==> config.mk <==
export PLATFORM = sky130hd
export DESIGN_NAME = peak_detect_min_distance_top_flat
export DESIGN_NICKNAME = d
export VERILOG_FILES = /design/src/rtl/pdmd_pkg.sv /design/src/rtl/pdmd_if.sv /design/src/rtl/pdmd_core.sv /design/src/rtl/pdmd_fifo.sv /design/src/rtl/peak_detect_min_distance_top.sv /design/src/flat_wrapper.sv
export VERILOG_INCLUDE_DIRS = /design/src /design/src/rtl
export SDC_FILE = /design/constraint.sdc
export NUM_CORES = 1
export LEC_CHECK = 0
export BUFFER_PORTS_ARGS = -buffer_cell sky130_fd_sc_hd__buf_4
export CAP_MARGIN = 15
export CORE_ASPECT_RATIO = 0.75
export CORE_UTILIZATION = 40
export CTS_CLUSTER_DIAMETER = 120
export CTS_CLUSTER_SIZE = 8
export DETAILED_ROUTE_END_ITERATION = 6
export HOLD_SLACK_MARGIN = 0.1
export SLEW_MARGIN = 30
export SYNTH_ARGS = -nofsm -noshare
export SYNTH_HDL_FRONTEND = slang
export SYNTH_SLANG_ARGS = --single-unit
==> constraint.sdc <==
create_clock -name clk_i -period 27.2 [get_ports clk_i]
set_input_delay 1.36 -clock clk_i [delete_from_list [all_inputs] [get_ports clk_i]]
set_output_delay 1.36 -clock clk_i [all_outputs]
set_load 0.01 [all_outputs]
==> src/rtl/assert_macros.svh <==
// Assertion macros shared by the peak detector RTL.
// Has no dependencies; files that check their own logic include it.
`ifndef ASSERT_MACROS_SVH
`define ASSERT_MACROS_SVH
`ifndef SYNTHESIS
`define ASSERT_IMPL(label, clk, rst_n, ante, cons) \
  label: assert property (@(posedge clk) disable iff (!rst_n) (ante) |-> (cons)) \
    else $error("implication check failed");
`define ASSERT_NEXT(label, clk, rst_n, ante, cons) \
  label: assert property (@(posedge clk) disable iff (!rst_n) (ante) |=> (cons)) \
    else $error("next-cycle check failed");
`define ASSERT_NEVER(label, clk, rst_n, cond) \
  label: assert property (@(posedge clk) disable iff (!rst_n) !(cond)) \
    else $error("forbidden condition seen");
`else
`define ASSERT_IMPL(label, clk, rst_n, ante, cons)
`define ASSERT_NEXT(label, clk, rst_n, ante, cons)
`define ASSERT_NEVER(label, clk, rst_n, cond)
`endif
`endif

==> src/rtl/pdmd_pkg.sv <==
// Package for the peak detector: configuration codes, widths and shared types.
// No dependencies.
`default_nettype none
package pdmd_pkg;

  localparam int CFG_IDX_W  = 8;
  localparam int CFG_DATA_W = 16;
  localparam int DIST_W     = 16;
  localparam int THRESH_W   = 16;
  localparam logic [DIST_W-1:0] DIST_RESET = 16'd100;
  localparam int FIFO_DEPTH = 8;
  localparam int FIFO_AW    = $clog2(FIFO_DEPTH);

  typedef enum logic [CFG_IDX_W-1:0] {
    REG_MIN_DIST   = 8'd0,
    REG_HEIGHT_THR = 8'd1
  } cfg_reg_e;

  typedef struct packed {
    logic first;
    logic second;
  } pdmd_push_t;

endpackage
`default_nettype wire

==> src/rtl/pdmd_if.sv <==
// Stream and configuration interfaces of the peak detector.
// Depends on pdmd_pkg for the configuration widths.
`default_nettype none
interface pdmd_in_if #(
  parameter int SW = 16,
  parameter int KW = 32
);
  logic                 valid;
  logic                 ready;
  logic signed [SW-1:0] sample;
  logic [KW-1:0]        sample_key;
  logic                 block_end;
  modport source (output valid, sample, sample_key, block_end, input ready);
  modport sink (input valid, sample, sample_key, block_end, output ready);
endinterface

interface pdmd_out_if #(
  parameter int SW = 16,
  parameter int KW = 32
);
  logic                 valid;
  logic                 ready;
  logic [KW-1:0]        peak_key;
  logic signed [SW-1:0] peak_value;
  logic                 peak_valid;
  logic                 last_of_block;
  modport source (output valid, peak_key, peak_value, peak_valid, last_of_block,
                  input ready);
  modport sink (input valid, peak_key, peak_value, peak_valid, last_of_block,
                output ready);
endinterface

interface pdmd_cfg_if import pdmd_pkg::*; ();
  logic                  valid;
  logic                  ready;
  logic [CFG_IDX_W-1:0]  index;
  logic [CFG_DATA_W-1:0] data;
  modport source (output valid, index, data, input ready);
  modport sink (input valid, index, data, output ready);
endinterface
`default_nettype wire

==> src/rtl/pdmd_core.sv <==
// Candidate detection and pending-peak merge for one registered sample.
// Depends on pdmd_pkg and assert_macros.svh.
`default_nettype none
`include "assert_macros.svh"
module pdmd_core import pdmd_pkg::*; #(
  parameter int SW = 16,
  parameter int KW = 32,
  parameter int IW = 32,
  parameter int EW = KW + SW + 2
) (
  input  wire logic                       clk_i,
  input  wire logic                       rst_ni,
  input  wire logic                       valid_i,
  input  wire logic signed [SW-1:0]       sample_i,
  input  wire logic [KW-1:0]              key_i,
  input  wire logic                       end_i,
  input  wire logic [DIST_W-1:0]          min_dist_i,
  input  wire logic signed [THRESH_W-1:0] thresh_i,
  output pdmd_push_t                      push_o,
  output logic [EW-1:0]                   data0_o,
  output logic [EW-1:0]                   data1_o
);

  localparam int CW = (SW > THRESH_W) ? SW : THRESH_W;

  logic signed [SW-1:0] prev_sample_q;
  logic [KW-1:0]        prev_key_q;
  logic signed [1:0]    prev_sign_q;
  logic [IW-1:0]        seen_q;
  logic                 pend_valid_q;
  logic [IW-1:0]        pend_idx_q;
  logic signed [SW-1:0] pend_val_q;
  logic [KW-1:0]        pend_key_q;

  logic signed [SW:0]   diff;
  logic signed [1:0]    sign_cur;
  logic signed [CW-1:0] prev_ext;
  logic signed [CW-1:0] thr_ext;
  logic                 n_ge1;
  logic                 n_ge2;
  logic [IW-1:0]        idx;
  logic [IW-1:0]        gap;
  logic                 cand;
  logic                 near;
  logic                 take;
  logic                 emit;
  logic                 pend_valid_d;
  logic [IW-1:0]        pend_idx_d;
  logic signed [SW-1:0] pend_val_d;
  logic [KW-1:0]        pend_key_d;
  logic [EW-1:0]        emit_entry;
  logic [EW-1:0]        flush_entry;

  always_comb begin
    diff     = {sample_i[SW-1], sample_i} - {prev_sample_q[SW-1], prev_sample_q};
    sign_cur = diff[SW] ? 2'sb11 : ((|diff) ? 2'sb01 : 2'sb00);
    prev_ext = CW'(prev_sample_q);
    thr_ext  = CW'(thresh_i);
    n_ge1    = |seen_q;
    n_ge2    = |seen_q[IW-1:1];
    idx      = seen_q - 1'b1;
    gap      = idx - pend_idx_q;
    cand     = valid_i && n_ge2 && (sign_cur < prev_sign_q) && (prev_ext > thr_ext);
    near     = pend_valid_q && (gap < IW'(min_dist_i));
    take     = cand && (!near || !(pend_val_q > prev_sample_q));
    emit     = cand && !near && pend_valid_q;

    pend_valid_d = pend_valid_q || cand;
    pend_idx_d   = take ? idx : pend_idx_q;
    pend_val_d   = take ? prev_sample_q : pend_val_q;
    pend_key_d   = take ? prev_key_q : pend_key_q;

    emit_entry = {pend_key_q, pend_val_q, 1'b1, 1'b0};
    if (pend_valid_d) begin
      flush_entry = {pend_key_d, pend_val_d, 1'b1, 1'b1};
    end else begin
      flush_entry = {{(KW + SW + 1){1'b0}}, 1'b1};
    end

    push_o.first  = emit || (valid_i && end_i);
    push_o.second = emit && end_i;
    data0_o       = emit ? emit_entry : flush_entry;
    data1_o       = flush_entry;
  end

  always_ff @(posedge clk_i or negedge rst_ni) begin
    if (!rst_ni) begin
      prev_sign_q  <= 2'sb00;
      seen_q       <= '0;
      pend_valid_q <= 1'b0;
    end else if (valid_i) begin
      if (end_i) begin
        prev_sign_q  <= 2'sb00;
        seen_q       <= '0;
        pend_valid_q <= 1'b0;
      end else begin
        if (n_ge1) begin
          prev_sign_q <= sign_cur;
        end
        if (seen_q != '1) begin
          seen_q <= seen_q + 1'b1;
        end
        pend_valid_q <= pend_valid_d;
      end
    end
  end

  always_ff @(posedge clk_i) begin
    if (valid_i) begin
      prev_sample_q <= sample_i;
      prev_key_q    <= key_i;
      pend_idx_q    <= pend_idx_d;
      pend_val_q    <= pend_val_d;
      pend_key_q    <= pend_key_d;
    end
  end

  `ASSERT_NEVER(a_second_needs_first, clk_i, rst_ni, push_o.second && !push_o.first)
  `ASSERT_NEXT(a_end_clears, clk_i, rst_ni, valid_i && end_i, !pend_valid_q && (seen_q == '0))

endmodule
`default_nettype wire

==> src/rtl/pdmd_fifo.sv <==
// Result queue that takes up to two entries per cycle and gives one while the reader is ready.
// Depends on pdmd_pkg and assert_macros.svh.
`default_nettype none
`include "assert_macros.svh"
module pdmd_fifo import pdmd_pkg::*; #(
  parameter int EW = 50
) (
  input  wire logic            clk_i,
  input  wire logic            rst_ni,
  input  wire pdmd_push_t      push_i,
  input  wire logic [EW-1:0]   data0_i,
  input  wire logic [EW-1:0]   data1_i,
  output logic                 valid_o,
  input  wire logic            ready_i,
  output logic [EW-1:0]        data_o,
  output logic [FIFO_AW:0]     count_o
);

  logic [EW-1:0]      mem_q [FIFO_DEPTH];
  logic [FIFO_AW-1:0] head_q;
  logic [FIFO_AW-1:0] tail_q;
  logic [FIFO_AW:0]   count_q;
  logic [FIFO_AW-1:0] tail_next;
  logic [1:0]         wr_cnt;
  logic               pop;

  always_comb begin
    valid_o   = count_q != '0;
    tail_next = tail_q + 1'b1;
    wr_cnt    = {1'b0, push_i.first} + {1'b0, push_i.second};
    pop       = valid_o && ready_i;
    data_o    = mem_q[head_q];
    count_o   = count_q;
  end

  always_ff @(posedge clk_i or negedge rst_ni) begin
    if (!rst_ni) begin
      head_q  <= '0;
      tail_q  <= '0;
      count_q <= '0;
    end else begin
      if (pop) begin
        head_q <= head_q + 1'b1;
      end
      tail_q  <= tail_q + FIFO_AW'(wr_cnt);
      count_q <= count_q + (FIFO_AW + 1)'(wr_cnt) - (FIFO_AW + 1)'(pop);
    end
  end

  always_ff @(posedge clk_i) begin
    if (push_i.first) begin
      mem_q[tail_q] <= data0_i;
    end
    if (push_i.second) begin
      mem_q[tail_next] <= data1_i;
    end
  end

  `ASSERT_NEVER(a_no_overflow, clk_i, rst_ni,
                (count_q + (FIFO_AW + 1)'(wr_cnt)) > (FIFO_AW + 1)'(FIFO_DEPTH))
  `ASSERT_NEXT(a_pop_counts_down, clk_i, rst_ni, pop && !push_i.first,
               count_q == $past(count_q) - 1'b1)

endmodule
`default_nettype wire

==> src/rtl/peak_detect_min_distance_top.sv <==
// Peak detector with minimum distance: an accepted sample is held in the input register, and
// its results are then written into the result queue and taken at the output from there.
// Throughput is one sample per cycle; the input stalls while the 8-entry queue lacks room
// for two results of the staged sample plus two of a new one.
// Asynchronous active-low reset clears block state and queue; distance 100, threshold 0.
// Depends on pdmd_pkg, pdmd_if, pdmd_core and pdmd_fifo.
`default_nettype none
module peak_detect_min_distance_top import pdmd_pkg::*; #(
  parameter int SAMPLE_WIDTH = 16,
  parameter int KEY_WIDTH    = 32,
  parameter int INDEX_WIDTH  = 32
) (
  input  wire logic   clk_i,
  input  wire logic   rst_ni,
  pdmd_in_if.sink     in_i,
  pdmd_out_if.source  out_o,
  pdmd_cfg_if.sink    cfg_i
);

  localparam int EW = KEY_WIDTH + SAMPLE_WIDTH + 2;

  logic [DIST_W-1:0]              min_dist_q;
  logic signed [THRESH_W-1:0]     thresh_q;
  logic                           stage_valid_q;
  logic signed [SAMPLE_WIDTH-1:0] stage_sample_q;
  logic [KEY_WIDTH-1:0]           stage_key_q;
  logic                           stage_end_q;
  pdmd_push_t                     push;
  logic [EW-1:0]                  data0;
  logic [EW-1:0]                  data1;
  logic [EW-1:0]                  head;
  logic [FIFO_AW:0]               fifo_count;
  logic [FIFO_AW+1:0]             reserved;
  logic                           in_fire;

  assign cfg_i.ready = 1'b1;
  assign reserved    = {1'b0, fifo_count} + (stage_valid_q ? (FIFO_AW + 2)'(2) : '0);
  assign in_i.ready  = reserved <= (FIFO_AW + 2)'(FIFO_DEPTH - 2);
  assign in_fire     = in_i.valid && in_i.ready;

  always_ff @(posedge clk_i or negedge rst_ni) begin
    if (!rst_ni) begin
      min_dist_q <= DIST_RESET;
      thresh_q   <= '0;
    end else if (cfg_i.valid) begin
      case (cfg_reg_e'(cfg_i.index))
        REG_MIN_DIST:   min_dist_q <= DIST_W'(cfg_i.data);
        REG_HEIGHT_THR: thresh_q   <= THRESH_W'(cfg_i.data);
        default: ;
      endcase
    end
  end

  always_ff @(posedge clk_i or negedge rst_ni) begin
    if (!rst_ni) begin
      stage_valid_q <= 1'b0;
    end else begin
      stage_valid_q <= in_fire;
    end
  end

  always_ff @(posedge clk_i) begin
    if (in_fire) begin
      stage_sample_q <= in_i.sample;
      stage_key_q    <= in_i.sample_key;
      stage_end_q    <= in_i.block_end;
    end
  end

  pdmd_core #(
    .SW(SAMPLE_WIDTH),
    .KW(KEY_WIDTH),
    .IW(INDEX_WIDTH),
    .EW(EW)
  ) u_core (
    .clk_i      (clk_i),
    .rst_ni     (rst_ni),
    .valid_i    (stage_valid_q),
    .sample_i   (stage_sample_q),
    .key_i      (stage_key_q),
    .end_i      (stage_end_q),
    .min_dist_i (min_dist_q),
    .thresh_i   (thresh_q),
    .push_o     (push),
    .data0_o    (data0),
    .data1_o    (data1)
  );

  pdmd_fifo #(
    .EW(EW)
  ) u_fifo (
    .clk_i   (clk_i),
    .rst_ni  (rst_ni),
    .push_i  (push),
    .data0_i (data0),
    .data1_i (data1),
    .valid_o (out_o.valid),
    .ready_i (out_o.ready),
    .data_o  (head),
    .count_o (fifo_count)
  );

  assign out_o.peak_key      = head[EW-1 -: KEY_WIDTH];
  assign out_o.peak_value    = head[SAMPLE_WIDTH+1:2];
  assign out_o.peak_valid    = head[1];
  assign out_o.last_of_block = head[0];

endmodule
`default_nettype wire
==> src/flat_wrapper.sv <==
// flat-port wrapper written by rule: the top's interface ports become plain ports
module peak_detect_min_distance_top_flat import pdmd_pkg::*;
#(
  parameter int SAMPLE_WIDTH = 16,
  parameter int KEY_WIDTH    = 32,
  parameter int INDEX_WIDTH  = 32
)
  (clk_i, rst_ni, in_i_valid, in_i_sample, in_i_sample_key, in_i_block_end, in_i_ready, out_o_valid, out_o_peak_key, out_o_peak_value, out_o_peak_valid, out_o_last_of_block, out_o_ready, cfg_i_valid, cfg_i_index, cfg_i_data, cfg_i_ready);
  pdmd_in_if in_i_i ();
  pdmd_out_if out_o_i ();
  pdmd_cfg_if cfg_i_i ();
  input  wire logic clk_i;
  input  wire logic rst_ni;
  input wire logic [$bits(in_i_i.valid)-1:0] in_i_valid;
  input wire logic [$bits(in_i_i.sample)-1:0] in_i_sample;
  input wire logic [$bits(in_i_i.sample_key)-1:0] in_i_sample_key;
  input wire logic [$bits(in_i_i.block_end)-1:0] in_i_block_end;
  output wire logic [$bits(in_i_i.ready)-1:0] in_i_ready;
  output wire logic [$bits(out_o_i.valid)-1:0] out_o_valid;
  output wire logic [$bits(out_o_i.peak_key)-1:0] out_o_peak_key;
  output wire logic [$bits(out_o_i.peak_value)-1:0] out_o_peak_value;
  output wire logic [$bits(out_o_i.peak_valid)-1:0] out_o_peak_valid;
  output wire logic [$bits(out_o_i.last_of_block)-1:0] out_o_last_of_block;
  input wire logic [$bits(out_o_i.ready)-1:0] out_o_ready;
  input wire logic [$bits(cfg_i_i.valid)-1:0] cfg_i_valid;
  input wire logic [$bits(cfg_i_i.index)-1:0] cfg_i_index;
  input wire logic [$bits(cfg_i_i.data)-1:0] cfg_i_data;
  output wire logic [$bits(cfg_i_i.ready)-1:0] cfg_i_ready;
  assign in_i_i.valid = in_i_valid;
  assign in_i_i.sample = in_i_sample;
  assign in_i_i.sample_key = in_i_sample_key;
  assign in_i_i.block_end = in_i_block_end;
  assign in_i_ready = in_i_i.ready;
  assign out_o_valid = out_o_i.valid;
  assign out_o_peak_key = out_o_i.peak_key;
  assign out_o_peak_value = out_o_i.peak_value;
  assign out_o_peak_valid = out_o_i.peak_valid;
  assign out_o_last_of_block = out_o_i.last_of_block;
  assign out_o_i.ready = out_o_ready;
  assign cfg_i_i.valid = cfg_i_valid;
  assign cfg_i_i.index = cfg_i_index;
  assign cfg_i_i.data = cfg_i_data;
  assign cfg_i_ready = cfg_i_i.ready;
  peak_detect_min_distance_top #(.SAMPLE_WIDTH(SAMPLE_WIDTH), .KEY_WIDTH(KEY_WIDTH), .INDEX_WIDTH(INDEX_WIDTH)) u_core (.clk_i(clk_i), .rst_ni(rst_ni), .in_i(in_i_i), .out_o(out_o_i), .cfg_i(cfg_i_i));
endmodule
==> impl_metrics.toml <==
[run_status]
status = "finished, final reports clean"

[sta]
tns_ps = 0
final.period_utilization = 0.303
period_needed_ps = 8240
relSlewSlack = 0.289
fmax_mhz = 121
rsz0062_at_grt = "false"
tightest_slew_ps = 1060
maxSlewViolCount = 0
skew_ps = 40.2
setup_violations = 0
hold_viol = 0

[cts]
tritoncts = "done"
cts_hold_buf = 0
root_buffer = "clkbuf_16"
clk_path_buf_depth = 3
clock_latency_ps = 660
clk_pin_slew_ps = 50
htreeDepth = 3
post_cts_buffers = 0
cts_resized = 0
cts_buffers = 91
clkSinkCount = 655

[global_routing]
grt_pass1_vias = 23900
grt_first_pass_wirelength_um = 151000
antenna_found_initial = 1
grt-ovfl-total = 0
grt_max_degree = 100
track_usage = 0.229

[worst_setup_path]
path_class = "reg -> reg"
worst-r2r-cell-count = 27
startpoint_type = "flip-flop"
worstPathMaxFanout = 33
cp-end-kind = "flip-flop"
required_ps = 27460
cp.arrival_ps = 8500

[power]
switchingPower_w = 0.00157
pwr-share-comb = 0.405
p_total_w = 0.00408
clockPowerShare = 0.254
p_sw_frac = 0.384
leakage_nw = 14.6
intPower_w = 0.00252
power_density_nw_per_um2 = 104
p_seq_frac = 0.341
peakVddDrop_uv = 68.2

[final_layout]
final_common_cell = "edfxtp_1"
fin_cells = 4062
num_antenna_cells = 0
final_layout_size_suffix_gt1_frac = 0.196
fin_util = 0.462
final_area_um2 = 39200
layout_common_cells = "edfxtp_1 (569), nand2_1 (295), o21ai_0 (205)"
nets = 3093
synthToLayoutAreaGrowth_pct = 13.4

[place]
post-place-cells = 3937
dpl-instance-area_um2 = 36600
dp_hpwl_um = 60300
gp_congestion = 0.858
io_buffer_count = 129

[logic_synthesis]
synthAdderAreaFrac = 0.0420
synthTopCellsByArea = "edfxtp_1 (49%), mux4_2 (6.5%), dfrtp_1 (5.4%)"
synth-warning-count = 0
synthFlopType = "edfxtp_1"
synth_area_um2 = 34500
synth_xor_area_frac = 0.0212
synth-simple-area-share = 0.103
synth_mux_area_frac = 0.104
async_flop_share = 0.119
synth_edf_count = 569
synth.largest_area_cell = "edfxtp_1"
syn-num-nets = 3004
ys_seq_area_frac = 0.556
ys_ff_latch = 655
synth_top_cell_area_share = 0.495
synth_top_family_by_area = "compound AO/OA/AOI/OAI gates"
synth_cells = 2813
postSynthAreaPerCell_um2 = 12.3
yosysUniqueCellTypes = 96
synth_compound_area_frac = 0.130

[routing]
drt_wl_total_um = 101000
firstDrtPassIters = 6
avgRoutedWirePerCell_um = 24.9
first_iter_violations = 2829
via_per_inst = 5.95
vias = 24200
antenna_left = 0
drc = 0

[floorplan]
dieWidth_um = 341
rows = 92
die_area_um2 = 87500
ios = 131
coreArea_um2 = 84700
die_h_um = 256
start_util = 0.408

[flow_run]
drv_cap = 0

[min_path]
whs_path_depth = 0
hp-class = "reg -> reg"
## layout make-up
type / instances / area [µm²]
fill: 7598 / 45600
multi-input combinational: 1811 / 14100
tap: 1128 / 1410
timing repair buffer: 170 / 1320
sequential: 655 / 19200
inverter: 173 / 649
clock buffer: 121 / 2450
clock inverter: 4 / 53.8
## synthesized netlist by cell type (60+ instances only)
cell and instances:
a21oi_1 68, a22o_1 95, clkbuf_1 98, dfrtp_1 75, edfxtp_1 569, ha_1 108
inv_1 170, mux2_2 71, mux4_2 100, nand2_1 296, nor2_1 168, nor2b_1 60
o21ai_0 207, o2bb2ai_1 94
## state kept, by name (all words and copies together) (netlist names)
name                        flops
u_core.u_core.prev_sign_q       2
u_core.u_core.prev_ext         16
u_core.thresh_q                16
u_core.u_core.pend_valid_q      1
u_core.stage_key_q             32
u_core.u_core.prev_key_q       32
u_core.u_fifo.tail_q            3
u_core.u_core.pend_idx_q       32
u_core.stage_sample_q          16
u_core.u_fifo.mem_q           400
u_core.u_core.seen_q           32
u_core.u_core.pend_key_q       32
u_core.u_core.pend_val_q       16
u_core.u_fifo.head_q            3
u_core.min_dist_q              16
u_core.u_fifo.count_o           4
u_core.stage_end_q              1
u_core.stage_valid_q            1
## through the flow
stage	hold WS [ps]	setup slack (ps)
final	407	18960
after global routing	422	18430
after CTS	415	19090
after detailed placement	405	19120
after global placement	404	19230
after floorplan	400	17900
## cell families (layout without fill, tap and decap cells)
family / after synthesis / after routing
buf+inv: 347 / 468
mux: 226 / 226
fa+ha+maj: 113 / 113
flops: 655 / 655
compound gates: 644 / 644
simple gates: 745 / 745
xor+xnor: 82 / 82
other cells: 1 / 1
## per-layer routing
layer  share of wire  wire length (µm)  track usage
met3           0.088              8880       0.0454
met4           0.020              1990       0.0602
met1            0.43             43900        0.327
met2            0.46             46200        0.355
met5               0                 0            0
## worst max-delay path, stage by stage (launching register included)
cell and delay (ps):
edfxtp_1 390, inv_1 90, ha_1 180, fa_1 220, nor2b_1 60, o21ai_0 210
a21boi_0 160, o21ai_0 190, nand2b_1 110, a21o_1 200, a41o_1 240, o41a_1 360
a21o_1 200, a211o_1 270, a2111oi_0 690, nand2_1 170, fa_1 430, nor3b_1 210
o21ai_0 120, a21oi_1 140, o31ai_1 90, a21oi_1 260, buf_4 260, and2_0 360
nand4_1 350, o22a_1 410, o21ai_4 790, buf_4 650
## power by group through the flow
stage               registers (W)  logic, W  clock network [W]
floorplan                 0.00135   0.00113                  0
global placement          0.00143   0.00159                  0
detailed placement        0.00141   0.00164                  0
CTS                       0.00139   0.00165            0.00105
global route              0.00140   0.00181            0.00109
finish                    0.00139   0.00165            0.00104
## final timing paths
| path | from | to | slack (ps) |
|---|---|---|---|
| setup / recovery | u_core.stage_sample_q[0]$_DFFE_PP_ | u_core.u_fifo.mem_q[4][44]$_DFFE_PP_ | 18960 |
| hold / removal | u_core.stage_key_q[9]$_DFFE_PP_ | u_core.u_core.prev_key_q[9]$_DFFE_PP_ | 410 |
| setup reg to reg | u_core.stage_sample_q[0]$_DFFE_PP_ | u_core.u_fifo.mem_q[4][44]$_DFFE_PP_ | 18960 |
| hold reg to reg | u_core.stage_key_q[9]$_DFFE_PP_ | u_core.u_core.prev_key_q[9]$_DFFE_PP_ | 410 |
| max in group asynchronous | rst_ni | u_core.u_fifo.head_q[0]$_DFFE_PN0P_ | 25450 |
| min in group asynchronous | rst_ni | u_core.min_dist_q[12]$_DFFE_PN0P_ | 590 |
No activity file was read; power rests on OpenSTA's default activity.
